<file path="src/rtl/core/gcode_line_field_parser_macros.svh">
// Assertion macros for the G-code line field parser.
// Used by the top level only; no other dependencies.
`ifndef GCODE_LINE_FIELD_PARSER_MACROS_SVH
`define GCODE_LINE_FIELD_PARSER_MACROS_SVH

`ifndef ASSERT_OFF
`define GCLP_ASSERT_IMPLY(label, clk, rstn, cond, conseq) \
    label: assert property (@(posedge clk) disable iff (!rstn) (cond) |-> (conseq)) \
        else $error("gclp assertion failed");
`define GCLP_ASSERT_NEVER(label, clk, rstn, cond) \
    label: assert property (@(posedge clk) disable iff (!rstn) !(cond)) \
        else $error("gclp assertion failed");
`else
`define GCLP_ASSERT_IMPLY(label, clk, rstn, cond, conseq)
`define GCLP_ASSERT_NEVER(label, clk, rstn, cond)
`endif

`endif

</file>
<file path="src/rtl/core/gclp_pkg.sv">
// Shared types, codes and constants of the G-code line field parser.
// No dependencies; imported by every module of the block.
package gclp_pkg;

    localparam int FRAC_DIGITS_DEFAULT = 3;
    localparam int QUEUE_DEPTH = 4;

    localparam logic [30:0] MAG_MAX = 31'h7FFF_FFFF;

    localparam logic KIND_FIELD = 1'b0;
    localparam logic KIND_LINE  = 1'b1;

    localparam logic [1:0] ERR_NONE    = 2'd0;
    localparam logic [1:0] ERR_LETTER  = 2'd1;
    localparam logic [1:0] ERR_EMPTY   = 2'd2;

    localparam logic [3:0] LID_G = 4'd0;
    localparam logic [3:0] LID_M = 4'd1;
    localparam logic [3:0] LID_X = 4'd2;
    localparam logic [3:0] LID_Y = 4'd3;
    localparam logic [3:0] LID_Z = 4'd4;
    localparam logic [3:0] LID_F = 4'd5;
    localparam logic [3:0] LID_E = 4'd6;
    localparam logic [3:0] LID_S = 4'd7;
    localparam logic [3:0] LID_T = 4'd8;

    typedef struct packed {
        logic               kind;
        logic [3:0]         letter_id;
        logic               has_digits;
        logic signed [31:0] value_milli;
        logic               saturated;
        logic               line_ok;
        logic [1:0]         error_code;
        logic               last;
    } res_t;

    typedef struct packed {
        logic [1:0] count;
        res_t       first;
        res_t       second;
    } push_t;

    function automatic logic [19:0] pow10(input logic [2:0] n);
        logic [19:0] r;
        case (n)
            3'd0:    r = 20'd1;
            3'd1:    r = 20'd10;
            3'd2:    r = 20'd100;
            3'd3:    r = 20'd1000;
            3'd4:    r = 20'd10000;
            3'd5:    r = 20'd100000;
            3'd6:    r = 20'd1000000;
            default: r = 20'd1;
        endcase
        return r;
    endfunction

endpackage

</file>
<file path="src/rtl/core/gclp_parser.sv">
// Character parser of the G-code line field parser: phase, number run and
// line state, and the field and line results caused by each character.
// Depends on gclp_pkg.
module gclp_parser #(
    parameter int FRAC_DIGITS = gclp_pkg::FRAC_DIGITS_DEFAULT
) (
    input  logic           aclk,
    input  logic           aresetn,
    input  logic           step,
    input  logic [7:0]     char_code,
    output gclp_pkg::push_t push
);
    import gclp_pkg::*;

    localparam int FW = (FRAC_DIGITS > 0) ? $clog2(FRAC_DIGITS + 1) : 1;

    localparam logic [7:0] CH_NUL   = 8'h00;
    localparam logic [7:0] CH_LF    = 8'h0A;
    localparam logic [7:0] CH_CR    = 8'h0D;
    localparam logic [7:0] CH_SPACE = 8'h20;
    localparam logic [7:0] CH_MINUS = 8'h2D;
    localparam logic [7:0] CH_DOT   = 8'h2E;
    localparam logic [7:0] CH_ZERO  = 8'h30;
    localparam logic [7:0] CH_NINE  = 8'h39;
    localparam logic [7:0] CH_SEMI  = 8'h3B;
    localparam logic [7:0] CH_E     = 8'h45;
    localparam logic [7:0] CH_F     = 8'h46;
    localparam logic [7:0] CH_G     = 8'h47;
    localparam logic [7:0] CH_M     = 8'h4D;
    localparam logic [7:0] CH_S     = 8'h53;
    localparam logic [7:0] CH_T     = 8'h54;
    localparam logic [7:0] CH_X     = 8'h58;
    localparam logic [7:0] CH_Y     = 8'h59;
    localparam logic [7:0] CH_Z     = 8'h5A;

    typedef enum logic [1:0] {
        PH_START  = 2'd0,
        PH_NUMBER = 2'd1,
        PH_SPACES = 2'd2,
        PH_SKIP   = 2'd3
    } phase_t;

    phase_t        phase_reg, phase_next;
    logic [3:0]    letter_reg, letter_next;
    logic [30:0]   acc_reg, acc_next;
    logic          neg_reg, neg_next;
    logic          dot_reg, dot_next;
    logic [FW-1:0] frac_reg, frac_next;
    logic          stop_reg, stop_next;
    logic          run_reg, run_next;
    logic          clip_reg, clip_next;
    logic          started_reg, started_next;

    logic          is_term;
    logic          is_digit;
    logic          is_run;
    logic          letter_ok;
    logic [3:0]    letter_id;
    logic [34:0]   macc;
    logic          macc_over;
    logic [30:0]   macc_sat;
    logic          fs;
    logic          emit;
    logic          line_valid;
    logic          line_ok;
    logic [1:0]    line_err;
    logic [2:0]    scale_idx;
    logic [50:0]   scaled;
    logic          scale_over;
    logic [30:0]   mag;
    logic [31:0]   mag_ext;
    res_t          field_res;
    res_t          line_res;

    always_comb begin
        letter_ok = 1'b1;
        unique case (char_code)
            CH_G:    letter_id = LID_G;
            CH_M:    letter_id = LID_M;
            CH_X:    letter_id = LID_X;
            CH_Y:    letter_id = LID_Y;
            CH_Z:    letter_id = LID_Z;
            CH_F:    letter_id = LID_F;
            CH_E:    letter_id = LID_E;
            CH_S:    letter_id = LID_S;
            CH_T:    letter_id = LID_T;
            default: begin
                letter_id = LID_G;
                letter_ok = 1'b0;
            end
        endcase
    end

    assign is_term  = (char_code == CH_NUL) || (char_code == CH_LF) ||
                      (char_code == CH_CR) || (char_code == CH_SEMI);
    assign is_digit = (char_code >= CH_ZERO) && (char_code <= CH_NINE);
    assign is_run   = is_digit || (char_code == CH_DOT) || (char_code == CH_MINUS);

    assign macc      = ({4'b0, acc_reg} << 3) + ({4'b0, acc_reg} << 1)
                     + {31'b0, char_code[3:0]};
    assign macc_over = macc > {4'b0, MAG_MAX};
    assign macc_sat  = macc_over ? MAG_MAX : macc[30:0];

    // Scale the digits taken to the full number of fraction digits.
    assign scale_idx  = 3'(FRAC_DIGITS) - 3'(frac_reg);
    assign scaled     = 51'(acc_reg) * 51'(pow10(scale_idx));
    assign scale_over = scaled > {20'b0, MAG_MAX};
    assign mag        = !run_reg ? 31'd0 : ((clip_reg || scale_over) ? MAG_MAX : scaled[30:0]);
    assign mag_ext    = {1'b0, mag};

    always_comb begin
        phase_next   = phase_reg;
        letter_next  = letter_reg;
        acc_next     = acc_reg;
        neg_next     = neg_reg;
        dot_next     = dot_reg;
        frac_next    = frac_reg;
        stop_next    = stop_reg;
        run_next     = run_reg;
        clip_next    = clip_reg;
        started_next = started_reg;
        fs           = 1'b0;
        emit         = 1'b0;
        line_valid   = 1'b0;
        line_ok      = 1'b0;
        line_err     = ERR_NONE;
        if (step) begin
            unique case (phase_reg)
                PH_NUMBER: begin
                    if (is_run) begin
                        run_next = 1'b1;
                        if (!stop_reg) begin
                            if (char_code == CH_MINUS) begin
                                if (!run_reg) begin
                                    neg_next = 1'b1;
                                end else begin
                                    stop_next = 1'b1;
                                end
                            end else if (char_code == CH_DOT) begin
                                if (dot_reg) begin
                                    stop_next = 1'b1;
                                end else begin
                                    dot_next = 1'b1;
                                end
                            end else if (dot_reg) begin
                                if (frac_reg < FW'(FRAC_DIGITS)) begin
                                    acc_next  = macc_sat;
                                    clip_next = clip_reg | macc_over;
                                    frac_next = frac_reg + FW'(1);
                                end
                            end else begin
                                acc_next  = macc_sat;
                                clip_next = clip_reg | macc_over;
                            end
                        end
                    end else begin
                        emit = 1'b1;
                        if (char_code == CH_SPACE) begin
                            phase_next = PH_SPACES;
                        end else begin
                            fs = 1'b1;
                        end
                    end
                end
                PH_SPACES: begin
                    if (char_code != CH_SPACE) begin
                        fs = 1'b1;
                    end
                end
                PH_SKIP: begin
                    if (char_code == CH_LF) begin
                        phase_next   = PH_START;
                        started_next = 1'b0;
                    end
                end
                PH_START: begin
                    fs = 1'b1;
                end
                default: begin
                    phase_next = PH_START;
                end
            endcase
            if (fs) begin
                if (is_term) begin
                    line_valid   = 1'b1;
                    line_ok      = started_reg;
                    line_err     = started_reg ? ERR_NONE : ERR_EMPTY;
                    started_next = 1'b0;
                    phase_next   = ((char_code == CH_SEMI) || (char_code == CH_CR)) ?
                                   PH_SKIP : PH_START;
                end else if (!letter_ok) begin
                    line_valid   = 1'b1;
                    line_err     = ERR_LETTER;
                    started_next = 1'b0;
                    phase_next   = PH_SKIP;
                end else begin
                    letter_next  = letter_id;
                    started_next = 1'b1;
                    acc_next     = '0;
                    neg_next     = 1'b0;
                    dot_next     = 1'b0;
                    frac_next    = '0;
                    stop_next    = 1'b0;
                    run_next     = 1'b0;
                    clip_next    = 1'b0;
                    phase_next   = PH_NUMBER;
                end
            end
        end
    end

    always_comb begin
        field_res             = '0;
        field_res.kind        = KIND_FIELD;
        field_res.letter_id   = letter_reg;
        field_res.has_digits  = run_reg;
        field_res.value_milli = neg_reg ? -$signed(mag_ext) : $signed(mag_ext);
        field_res.saturated   = run_reg && (clip_reg || scale_over);
        field_res.last        = !line_valid;

        line_res            = '0;
        line_res.kind       = KIND_LINE;
        line_res.line_ok    = line_ok;
        line_res.error_code = line_err;
        line_res.last       = 1'b1;

        push.count  = 2'({1'b0, emit} + {1'b0, line_valid});
        push.first  = emit ? field_res : line_res;
        push.second = line_res;
    end

    always_ff @(posedge aclk) begin
        if (!aresetn) begin
            phase_reg   <= PH_START;
            letter_reg  <= '0;
            acc_reg     <= '0;
            neg_reg     <= 1'b0;
            dot_reg     <= 1'b0;
            frac_reg    <= '0;
            stop_reg    <= 1'b0;
            run_reg     <= 1'b0;
            clip_reg    <= 1'b0;
            started_reg <= 1'b0;
        end else begin
            phase_reg   <= phase_next;
            letter_reg  <= letter_next;
            acc_reg     <= acc_next;
            neg_reg     <= neg_next;
            dot_reg     <= dot_next;
            frac_reg    <= frac_next;
            stop_reg    <= stop_next;
            run_reg     <= run_next;
            clip_reg    <= clip_next;
            started_reg <= started_next;
        end
    end

endmodule

</file>
<file path="src/rtl/core/gclp_result_queue.sv">
// Result queue of the G-code line field parser: takes up to two results a cycle
// from the parser, hands one a cycle to the output on pop. Depends on gclp_pkg.
module gclp_result_queue (
    input  logic            aclk,
    input  logic            aresetn,
    input  gclp_pkg::push_t push,
    input  logic            pop,
    output gclp_pkg::res_t  head,
    output logic            not_empty,
    output logic            room
);
    import gclp_pkg::*;

    localparam int PW = $clog2(QUEUE_DEPTH);
    localparam int CW = $clog2(QUEUE_DEPTH + 1);

    res_t          q_reg [QUEUE_DEPTH];
    logic [PW-1:0] wr_reg;
    logic [PW-1:0] rd_reg;
    logic [CW-1:0] count_reg;
    logic [CW-1:0] count_next;

    assign head       = q_reg[rd_reg];
    assign not_empty  = count_reg != '0;
    assign room       = (count_reg <= CW'(QUEUE_DEPTH - 2)) ||
                        ((count_reg == CW'(QUEUE_DEPTH - 1)) && pop);
    assign count_next = count_reg + CW'(push.count) - CW'(pop);

    always_ff @(posedge aclk) begin
        if (push.count != 2'd0) begin
            q_reg[wr_reg] <= push.first;
        end
        if (push.count == 2'd2) begin
            q_reg[wr_reg + PW'(1)] <= push.second;
        end
    end

    always_ff @(posedge aclk) begin
        if (!aresetn) begin
            wr_reg    <= '0;
            rd_reg    <= '0;
            count_reg <= '0;
        end else begin
            wr_reg    <= wr_reg + PW'(push.count);
            rd_reg    <= rd_reg + PW'(pop);
            count_reg <= count_next;
        end
    end

endmodule

</file>
<file path="src/rtl/core/gcode_line_field_parser.sv">
// Results are registered into the result queue as characters are accepted.
// Throughput: one character per cycle while the queue has room; a character
// ending a field and a line gives two results, which leave the four-entry
// result queue one a cycle while m_ready is high. Reset (aresetn low,
// synchronous) empties the queue and returns the parser to the start of a line.
`include "gcode_line_field_parser_macros.svh"

module gcode_line_field_parser #(
    parameter int FRAC_DIGITS = gclp_pkg::FRAC_DIGITS_DEFAULT
) (
    input  logic               aclk,
    input  logic               aresetn,
    input  logic               s_valid,
    output logic               s_ready,
    input  logic [7:0]         s_char_code,
    output logic               m_valid,
    input  logic               m_ready,
    output logic               m_kind,
    output logic [3:0]         m_letter_id,
    output logic               m_has_digits,
    output logic signed [31:0] m_value_milli,
    output logic               m_saturated,
    output logic               m_line_ok,
    output logic [1:0]         m_error_code,
    output logic               m_last
);
    import gclp_pkg::*;

    push_t push;
    res_t  head;
    logic  step;
    logic  pop;
    logic  pair_well_formed;
    logic  ok_with_error;

    assign step = s_valid && s_ready;
    assign pop  = m_valid && m_ready;

    gclp_parser #(
        .FRAC_DIGITS(FRAC_DIGITS)
    ) u_parser (
        .aclk      (aclk),
        .aresetn   (aresetn),
        .step      (step),
        .char_code (s_char_code),
        .push      (push)
    );

    gclp_result_queue u_queue (
        .aclk      (aclk),
        .aresetn   (aresetn),
        .push      (push),
        .pop       (pop),
        .head      (head),
        .not_empty (m_valid),
        .room      (s_ready)
    );

    assign m_kind        = head.kind;
    assign m_letter_id   = head.letter_id;
    assign m_has_digits  = head.has_digits;
    assign m_value_milli = head.value_milli;
    assign m_saturated   = head.saturated;
    assign m_line_ok     = head.line_ok;
    assign m_error_code  = head.error_code;
    assign m_last        = head.last;

    assign pair_well_formed = (push.first.kind == KIND_FIELD) && !push.first.last &&
                              (push.second.kind == KIND_LINE);
    assign ok_with_error    = m_valid && m_line_ok && (m_error_code != ERR_NONE);

    `GCLP_ASSERT_IMPLY(a_push_from_item, aclk, aresetn, push.count != 2'd0, step)
    `GCLP_ASSERT_IMPLY(a_pair_is_field_then_line, aclk, aresetn, push.count == 2'd2, pair_well_formed)
    `GCLP_ASSERT_IMPLY(a_empty_accepts, aclk, aresetn, !m_valid, s_ready)
    `GCLP_ASSERT_NEVER(a_line_ok_has_error, aclk, aresetn, ok_with_error)

endmodule

</file>
<file path="config.mk">
export PLATFORM = sky130hd
export DESIGN_NAME = gcode_line_field_parser
export DESIGN_NICKNAME = d
export VERILOG_FILES = /design/src/rtl/core/gclp_pkg.sv /design/src/rtl/core/gclp_parser.sv /design/src/rtl/core/gclp_result_queue.sv /design/src/rtl/core/gcode_line_field_parser.sv
export VERILOG_INCLUDE_DIRS = /design/src /design/src/rtl/core
export SDC_FILE = /design/constraint.sdc
export NUM_CORES = 1
export LEC_CHECK = 0
export BUFFER_PORTS_ARGS = -buffer_cell sky130_fd_sc_hd__buf_2
export CAP_MARGIN = 25
export CORE_ASPECT_RATIO = 1.5
export CORE_MARGIN = 1.5
export CORE_UTILIZATION = 59
export CTS_CLUSTER_SIZE = 20
export DETAILED_ROUTE_END_ITERATION = 6
export PLACE_DENSITY_LB_ADDON = 0.12
export SYNTH_ARGS = -nofsm -noshare
export SYNTH_HDL_FRONTEND = slang
export SYNTH_SLANG_ARGS = --single-unit
export TNS_END_PERCENT = 100
</file>
<file path="constraint.sdc">
create_clock -name aclk -period 10.8 [get_ports aclk]
set_input_delay 1.08 -clock aclk [delete_from_list [all_inputs] [get_ports aclk]]
set_output_delay 1.08 -clock aclk [all_outputs]
set_load 0.02 [all_outputs]
</file>
==> results of run 1 <==
worst register-to-register path: cells and delay by family, from the launching register on:
| family | cells | cell delay [ns] |
|---|---|---|
| adder cells (fa/ha/maj) | 9 | 3.83 |
| AND/OR/NAND/NOR | 11 | 2.77 |
| AO/OA/AOI/OAI | 9 | 2.56 |
| flip-flops | 1 | 0.42 |
| buffers and inverters | 5 | 0.28 |
| multiplexers | 1 | 0.17 |
metal layers:
metal	vias up	part of all wire
li1	9282	-
met1	9416	0.39
met2	508	0.52
met3	174	0.036
met4	0	0.049
met5	-	0
logic make-up (layout without fill, tap and decap cells):
| logic type | count (synthesis) | after routing | synth area share |
|---|---|---|---|
| buf+inv | 458 | 492 | 0.0740 |
| fa+ha+maj | 472 | 472 | 0.315 |
| flops | 224 | 224 | 0.198 |
| compound gates | 590 | 590 | 0.163 |
| simple gates | 824 | 824 | 0.170 |
| xor+xnor | 77 | 77 | 0.0290 |
| mux | 62 | 62 | 0.0503 |
worst max path at each step:
stage / from / endpoint / slack, ns / cells past startpoint
floorplan: u_parser.frac_reg[1] / u_queue.q_reg[1][33] / 0.77 / 38
global placement: u_parser.frac_reg[1] / u_queue.q_reg[1][33] / 0.73 / 35
detailed placement: u_parser.frac_reg[1] / u_queue.q_reg[1][33] / 0.29 / 35
CTS: u_parser.frac_reg[1] / u_queue.q_reg[1][33] / 0.19 / 35
global route: u_parser.frac_reg[0] / u_queue.q_reg[0][33] / 0.002 / 34
finish: u_parser.frac_reg[1] / u_queue.q_reg[3][33] / 0.62 / 35
where the power goes:
group / switching, mW / internal, mW
clock network: 0.354 / 0.469
registers: 0.0386 / 0.898
logic: 0.256 / 0.152
total: 0.648 / 1.52
synthesized netlist by cell type, types with 50 or more instances:
master    number  area share
inv_1        340       0.055
nand2_1      303       0.049
ha_1         283        0.15
dfxtp_1      212        0.18
o21ai_0      193       0.042
fa_1         189        0.16
nor2_1       161       0.026
a21oi_1      127       0.027
clkbuf_1     106       0.017
nor2b_1       78       0.021
a22o_1        65       0.024
and2_1        61       0.016
xnor2_1       50       0.019
area by class of cell:
| type | instances | area (um2) | area share |
|---|---|---|---|
| clock buffer | 30 | 632 | 0.0253 |
| clock inverter | 12 | 145 | 0.00581 |
| inverter | 340 | 1280 | 0.0511 |
| multi-input combinational | 2025 | 17000 | 0.679 |
| sequential | 224 | 4610 | 0.185 |
| tap | 495 | 619 | 0.0248 |
| timing repair buffer | 110 | 738 | 0.0295 |
==> results.py, run 1 <==
metrics = {
    "die": {
        "dieHeight_um": 246,
        "die_area_um2": 40600,
        "initial_core_util": 0.602,
        "die_width_um": 165,
        "num_io_pins": 57,
        "core_area_um2": 38600,
        "num_rows": 88,
    },
    "job": {
        "cap_viol_max_count": 0,
    },
    "worst_setup_path": {
        "crit_arrival_ns": 10.56,
        "critPathLaunchType": "flop",
        "cp.required_ns": 11.18,
        "rr_worst_depth": 35,
        "critPathCaptureType": "flop",
        "cp_max_fo": 22,
        "path_class": "flop to flop",
        "crit_family": "adder cells",
        "r2r_end": "u_queue.q_reg[3][33]",
        "r2r_start": "u_parser.frac_reg[1]",
        "slowest_stage": "fa_1",
        "r2r_slack_ns": 0.62,
        "critPathMaxStageDelay_ns": 0.53,
        "cp_num_buf_inv": 5,
    },
    "clocking": {
        "clkLatencyLatePin_ns": 0.56,
        "cts_tree": "built",
        "cts_setup_buffers": 0,
        "cts_buffer_depth": 3,
        "htreeDepth": 1,
        "numCtsBuffers": 23,
        "postCtsHoldBufs": 0,
        "cts_root_buf": "clkbuf_16",
        "cts.clk_slew.worst_paths_ns": 0.06,
        "cts_resized": 0,
        "numClockSinks": 224,
    },
    "global_route": {
        "busiest_layer": "met2",
        "first_global_vias": 19906,
        "grt_pass1_wl_um": 99400,
        "grt_max_degree": 63,
        "grt-ovfl-total": 0,
        "grt_antenna_before_repair": 0,
        "use_met2": 0.572,
        "gr-usage-met1": 0.345,
        "met3_usage": 0.0261,
        "track_usage": 0.306,
    },
    "finish": {
        "area_delta_synth_final_pct": 7.52,
        "final_common_cell": "inv_1",
        "finalInstanceArea_um2": 25000,
        "fin_util": 0.647,
        "fin_nets": 3208,
        "final_cell_mix": "340 x inv_1, 303 x nand2_1, 283 x ha_1",
        "fillers": 3334,
        "largest_register_ffs": 172,
        "final_cells": 3236,
        "antenna_cells": 0,
        "drive_above_1_share": 0.0872,
    },
    "placement": {
        "numPlacedInstances": 3192,
        "place_hpwl_um": 48200,
        "place_area_um2": 24100,
        "io_buffers": 56,
        "routabilityCongestion": 0.980,
        "dp_worst_setup_slack_ns": 0.292,
    },
    "pwr": {
        "vdd_ir_drop_max_mv": 0.228,
        "total_power_mw": 2.17,
        "leakagePower_nw": 12.6,
        "powerDensity_nw_per_um2": 86.7,
    },
    "timing": {
        "finalCritPeriodShare": 0.943,
        "final.setup_skew_ns": 0.0430,
        "hold_viol": 0,
        "setup_tns_ns": 0,
        "max_freq_ghz": 0.0982,
        "tightest_slew_ns": 1.06,
        "worst_slack_ns": 0.617,
        "grt_setup_unrepaired": "false",
        "setup_viol": 0,
        "finalMaxSlewViolations": 0,
        "timing.hold.ws_ns": 0.449,
        "slew_headroom": 0.286,
        "fin_crit_ns": 10.18,
    },
    "route": {
        "vias": 19380,
        "wl_per_cell_um": 18.8,
        "postRouteAntennaNets": 0,
        "dr.pass1.iters": 6,
        "route.detailed.drc": 0,
        "drt_iter0_markers": 1153,
        "avgViaCountPerCell": 5.99,
        "wirelength_um": 60800,
    },
    "outcome": {
        "status": "finished, final reports clean",
    },
    "synthesis": {
        "ys_types": 81,
        "synth_area_um2": 23200,
        "synthArstFlopShare": 0,
        "synth-seq-cells": 224,
        "avgSynthCellArea_um2": 8.59,
        "synth_edf_count": 12,
        "yosysSeqAreaShare": 0.198,
        "syn_inst": 2707,
        "synth_fp_nets": 3191,
        "yosysWarnings": 0,
        "synth_ff_type": "dfxtp_1",
    },
    "worst_hold_path": {
        "worstHoldStart": "u_queue.q_reg[1][42]",
        "hold_path_class": "flop to flop",
        "holdPathStages": 2,
        "min_to": "u_queue.q_reg[1][42]",
    },
}
(Power assumes the default switching activity.)
==> inputs of run 2 (changes only) <==
--- a/config.mk
+++ b/config.mk
@@ -8,9 +8,11 @@
 export LEC_CHECK = 0
 export BUFFER_PORTS_ARGS = -buffer_cell sky130_fd_sc_hd__buf_2
 export CAP_MARGIN = 25
+export CELL_PAD_IN_SITES_DETAIL_PLACEMENT = 1
+export CELL_PAD_IN_SITES_GLOBAL_PLACEMENT = 2
 export CORE_ASPECT_RATIO = 1.5
 export CORE_MARGIN = 1.5
-export CORE_UTILIZATION = 59
+export CORE_UTILIZATION = 37
 export CTS_CLUSTER_SIZE = 20
 export DETAILED_ROUTE_END_ITERATION = 6
 export PLACE_DENSITY_LB_ADDON = 0.12
==> run 2 against run 1 <==
Effect of this change:
- clock skew rose by 0.0080 ns
- worst hold slack got worse by 0.0068 ns
- via count rose by 0.41%
- core utilization fell by 24 points
- register-to-register slack improved by 0.05 ns
==> results.py, run 2 (same netlist as run 1, synthesis figures left out) <==
metrics = {
    "outcome": {
        "status": "finished, final reports clean",
    },
    "timing": {
        "final.setup_skew_ns": 0.0509,
        "setup_viol": 0,
        "slew_headroom": 0.331,
        "grt_setup_unrepaired": "false",
        "worst_slack_ns": 0.665,
        "finalCritPeriodShare": 0.938,
        "fin_crit_ns": 10.14,
        "setup_tns_ns": 0,
        "max_freq_ghz": 0.0987,
        "finalMaxSlewViolations": 0,
        "hold_viol": 0,
        "timing.hold.ws_ns": 0.442,
        "tightest_slew_ns": 0.990,
    },
    "global_route": {
        "grt_max_degree": 48,
        "grt_antenna_before_repair": 0,
        "grt_pass1_wl_um": 118000,
        "track_usage": 0.233,
        "grt-ovfl-total": 0,
        "first_global_vias": 21360,
    },
    "finish": {
        "multi_input_area_um2": 17000,
        "area_delta_synth_final_pct": 9.81,
        "fin_nets": 3222,
        "drive_above_1_share": 0.0936,
        "finalInstanceArea_um2": 25500,
        "final_cell_mix": "339 x inv_1, 303 x nand2_1, 283 x ha_1",
        "final_common_cell": "inv_1",
        "regArea_um2": 4610,
        "fillers": 7318,
        "largest_register_ffs": 172,
        "antenna_cells": 0,
    },
    "worst_setup_path": {
        "slowest_stage": "fa_1",
        "critPathLaunchType": "flop",
        "critPathLaunch": "u_parser.frac_reg[1]",
        "cp_max_fo": 17,
        "critPathMaxStageDelay_ns": 0.55,
        "critPathCaptureType": "flop",
        "critical_path.endpoint": "u_queue.q_reg[2][33]",
        "r2r_slack_ns": 0.66,
        "cp.required_ns": 11.17,
        "r2r_start": "u_parser.frac_reg[1]",
        "r2r_end": "u_queue.q_reg[2][33]",
        "path_class": "flop to flop",
        "crit_arrival_ns": 10.50,
        "rr_worst_depth": 35,
    },
    "die": {
        "die_area_um2": 64400,
        "die_width_um": 208,
        "num_io_pins": 57,
        "initial_core_util": 0.374,
        "core_area_um2": 62200,
        "dieHeight_um": 310,
        "num_rows": 112,
    },
    "job": {
        "cap_viol_max_count": 0,
    },
    "route": {
        "wl_per_cell_um": 20.9,
        "drt_iter0_markers": 733,
        "avgViaCountPerCell": 5.48,
        "dr.pass1.iters": 5,
        "route.detailed.drc": 0,
        "vias": 19459,
        "postRouteAntennaNets": 0,
        "wirelength_um": 74300,
    },
    "placement": {
        "routabilityCongestion": 0.882,
        "place_hpwl_um": 60200,
        "io_buffers": 56,
        "dp_worst_setup_slack_ns": 0.119,
        "place_area_um2": 24600,
    },
    "clocking": {
        "numCtsBuffers": 25,
        "cts_root_buf": "clkbuf_16",
        "cts_tree": "built",
        "cts_buffer_depth": 3,
        "numClockSinks": 224,
        "cts.clk_slew.worst_paths_ns": 0.07,
        "htreeDepth": 1,
        "clkLatencyLatePin_ns": 0.57,
    },
    "pwr": {
        "vdd_ir_drop_max_mv": 0.104,
        "leakagePower_nw": 12.7,
        "powerDensity_nw_per_um2": 88.1,
    },
    "worst_hold_path": {
        "hold_path_class": "flop to flop",
    },
}
run 2: cell count changes in the layout (fill, tap and decap cells not counted), moves of 2 or more:
cell / previous run / this run
nor3_1: 48 / 46
clkbuf_8: 3 / 5
clkbuf_16: 23 / 25
buf_4: 51 / 63
nor3_2: 1 / 3
run 2: metal layers:
metal  global-route usage  wire [um]  vias to the layer above
li1                     -          -                     9309
met1                0.252      29100                     9816
met2                0.473      41500                      224
met3               0.0131       1120                      110
met4               0.0816       2570                        0
met5                    0          0                        -
run 2: stage by stage:
step | power, mW | utilization | std cells
6_report | 2.25 | 0.410 | 3554
5_1_grt | 2.35 | 0.410 | 3554
4_1_cts | 2.29 | 0.409 | 3552
3_5_place_dp | 1.39 | 0.396 | 3507
3_3_place_gp | 1.38 | 0.395 | 3506
2_1_floorplan | 1.24 | - | 2707
run 2: final cells by class:
type | instances | area share
clock buffers | 35 | 0.0279
flip-flops and latches | 224 | 0.181
inverters | 340 | 0.0501
clock inverters | 10 | 0.00485
multi-input cells | 2025 | 0.665
repair buffers | 122 | 0.0318
well taps | 798 | 0.0391
run 2: worst max-delay path, delay by kind of cell (launching register included):
family | cells | cell delay (ns)
buf+inv | 5 | 0.32
fa+ha+maj | 9 | 3.82
mux | 1 | 0.11
simple gates | 9 | 2.09
flops | 1 | 0.43
compound gates | 11 | 3.17
run 2: power by group:
part	leakage, nW	switching, mW	internal (mW)	total, mW
combinational	10.4	0.264	0.153	0.417
clock	0.410	0.370	0.512	0.882
sequential	1.84	0.0506	0.899	0.950
total	12.7	0.685	1.56	2.25
run 2: repair_timing:
item | CTS | global route
hold endpoints to repair | 0 | 0
setup buffers | 0 | 2
gates resized for setup | 1 | 11
setup endpoints to repair | 1 | 28
hold buffers | 0 | 0
gates cloned | 0 | 0
run 2: worst min path at each step:
stage / slack [ns] / end / cells after the start / start
after global placement: 0.43 / u_queue.q_reg[2][8] / 2 / u_queue.q_reg[2][8]
after detailed placement: 0.44 / u_queue.q_reg[3][37] / 2 / u_queue.q_reg[3][37]
after global routing: 0.46 / u_queue.q_reg[1][42] / 2 / u_queue.q_reg[1][42]
after CTS: 0.45 / u_queue.q_reg[3][37] / 2 / u_queue.q_reg[3][37]
after floorplan: 0.42 / u_queue.q_reg[2][42] / 2 / u_queue.q_reg[2][42]
final: 0.44 / u_queue.q_reg[3][37] / 2 / u_queue.q_reg[3][37]
==> inputs of run 3 (changes only) <==
--- a/config.mk
+++ b/config.mk
@@ -9,10 +9,10 @@
 export BUFFER_PORTS_ARGS = -buffer_cell sky130_fd_sc_hd__buf_2
 export CAP_MARGIN = 25
 export CELL_PAD_IN_SITES_DETAIL_PLACEMENT = 1
-export CELL_PAD_IN_SITES_GLOBAL_PLACEMENT = 2
+export CELL_PAD_IN_SITES_GLOBAL_PLACEMENT = 1
 export CORE_ASPECT_RATIO = 1.5
 export CORE_MARGIN = 1.5
-export CORE_UTILIZATION = 37
+export CORE_UTILIZATION = 45
 export CTS_CLUSTER_SIZE = 20
 export DETAILED_ROUTE_END_ITERATION = 6
 export PLACE_DENSITY_LB_ADDON = 0.12
==> run 3 against run 2 <==
Effect of this change:
- register-to-register slack got worse by 0.03 ns
- sequential cell count unchanged
- total power decreased by 0.89%
- die area decreased by 18%
- count of clock-buffer cells in the layout decreased by 4
- clock skew decreased by 0.0028 ns
- critical endpoint is now u_queue.q_reg[1][21]
- sequential share of layout area increased by 0.16 points
- largest cell class unchanged
==> results.py, run 3 (same netlist as run 1, synthesis figures left out) <==
metrics = {
    "outcome": {
        "status": "finished, final reports clean",
    },
    "pwr": {
        "leakagePower_nw": 12.6,
        "total_power_mw": 2.23,
        "powerDensity_nw_per_um2": 88.0,
        "vdd_ir_drop_max_mv": 0.169,
    },
    "die": {
        "die_area_um2": 53100,
        "core_area_um2": 50800,
        "die_width_um": 189,
        "num_io_pins": 57,
        "dieHeight_um": 281,
        "initial_core_util": 0.458,
        "num_rows": 101,
    },
    "worst_setup_path": {
        "r2r_slack_ns": 0.63,
        "critPathCaptureType": "flop",
        "critical_path.endpoint": "u_queue.q_reg[1][21]",
        "path_class": "flop to flop",
        "slowest_stage": "fa_1",
        "cp_max_fo": 19,
        "rr_worst_depth": 35,
        "critPathLaunch": "u_parser.frac_reg[1]",
        "r2r_end": "u_queue.q_reg[1][21]",
        "r2r_start": "u_parser.frac_reg[1]",
        "critPathLaunchType": "flop",
        "crit_arrival_ns": 10.64,
        "critPathMaxStageDelay_ns": 0.54,
        "cp.required_ns": 11.27,
    },
    "timing": {
        "finalMaxSlewViolations": 0,
        "finalCritPeriodShare": 0.941,
        "max_freq_ghz": 0.0984,
        "fin_crit_ns": 10.17,
        "setup_viol": 0,
        "grt_setup_unrepaired": "false",
        "final.setup_skew_ns": 0.0482,
        "hold_viol": 0,
        "worst_slack_ns": 0.634,
        "timing.hold.ws_ns": 0.448,
        "tightest_slew_ns": 1.04,
        "slew_headroom": 0.298,
    },
    "clocking": {
        "cts_tree": "built",
        "clkLatencyLatePin_ns": 0.58,
        "numClockSinks": 224,
        "postCtsHoldBufs": 0,
        "cts.clk_slew.worst_paths_ns": 0.07,
        "numCtsBuffers": 25,
        "cts_buffer_depth": 3,
        "cts_root_buf": "clkbuf_16",
        "htreeDepth": 1,
    },
    "global_route": {
        "grt_antenna_before_repair": 0,
        "track_usage": 0.265,
        "grt-ovfl-total": 0,
        "grt_pass1_wl_um": 113000,
        "first_global_vias": 21573,
        "grt_max_degree": 46,
    },
    "route": {
        "vias": 19581,
        "postRouteAntennaNets": 0,
        "drt_iter0_markers": 655,
        "wl_per_cell_um": 20.5,
        "dr.pass1.iters": 5,
        "route.detailed.drc": 0,
        "wirelength_um": 69900,
        "avgViaCountPerCell": 5.73,
    },
    "finish": {
        "final_cell_mix": "339 x inv_1, 303 x nand2_1, 283 x ha_1",
        "area_delta_synth_final_pct": 8.90,
        "fin_nets": 3217,
        "largest_register_ffs": 172,
        "final_common_cell": "inv_1",
        "drive_above_1_share": 0.0913,
        "antenna_cells": 0,
    },
    "placement": {
        "place_hpwl_um": 56300,
        "io_buffers": 56,
        "dp_worst_setup_slack_ns": -0.0448,
        "routabilityCongestion": 0.887,
    },
    "worst_hold_path": {
        "hold_path_class": "flop to flop",
    },
    "job": {
        "cap_viol_max_count": 0,
    },
}
## run 3: cell types whose count changed in the layout (fill, tap and decap cells not counted), sizes merged
cell,change
clkinv,+2
inv,-1
buf,-6
clkbuf,-3
## run 3: area by class of cell
class                           count  area, um2
Clock buffer                       31        678
Clock inverter                     11        133
Fill cell                        6069      25500
Inverter                          340       1280
Multi-Input combinational cell   2025      17000
Sequential cell                   224       4610
Tap cell                          669        837
Timing Repair Buffer              117        773
## run 3: where the power goes
part / internal, mW / switching (mW)
Clock: 0.495 / 0.368
Combinational: 0.152 / 0.231
Sequential: 0.899 / 0.0826
Total: 1.55 / 0.682
## run 3: worst min path at each step
stage                                     from                   end  slack, ns  cells past startpoint
after CTS                 u_queue.q_reg[2][42]  u_queue.q_reg[2][42]       0.45                      2
final                     u_queue.q_reg[2][30]  u_queue.q_reg[2][30]       0.45                      2
after global routing      u_queue.q_reg[3][42]  u_queue.q_reg[3][42]       0.47                      2
after floorplan           u_queue.q_reg[2][42]  u_queue.q_reg[2][42]       0.42                      2
after detailed placement  u_queue.q_reg[1][28]  u_queue.q_reg[1][28]       0.44                      2
after global placement    u_queue.q_reg[1][19]  u_queue.q_reg[1][19]       0.43                      2
## run 3: critical path, delay by kind of cell, from the launching register on
| family | cells | cell delay [ns] |
|---|---|---|
| AND/OR/NAND/NOR | 9 | 2.51 |
| adder cells (fa/ha/maj) | 9 | 3.82 |
| flip-flops | 1 | 0.42 |
| buffers and inverters | 6 | 0.49 |
| AO/OA/AOI/OAI | 10 | 2.29 |
| XOR/XNOR | 1 | 0.53 |
## run 3: through the flow
stage | util | cell area, um2 | std cells | setup TNS (ns)
after floorplan | - | 23200 | 2707 | 0
final | 0.498 | 25300 | 3417 | 0
after detailed placement | 0.480 | 24400 | 3370 | -0.103
after global routing | 0.498 | 25300 | 3417 | 0
after global placement | 0.480 | 24400 | 3368 | 0
after CTS | 0.496 | 25200 | 3412 | 0
## run 3: what timing repair did
action | 4_1_cts | 5_1_grt
endpoints found under the setup margin | 4 | 38
gates resized for setup | 3 | 15
gates cloned | 0 | 0
setup buffers | 0 | 3
## run 3: routing by layer
layer,part of all wire,GRT usage,wire [um]
met4,0.043,0.113,3010
met5,0,0,0
met3,0.022,0.0184,1510
met2,0.55,0.524,38100
met1,0.39,0.287,27300
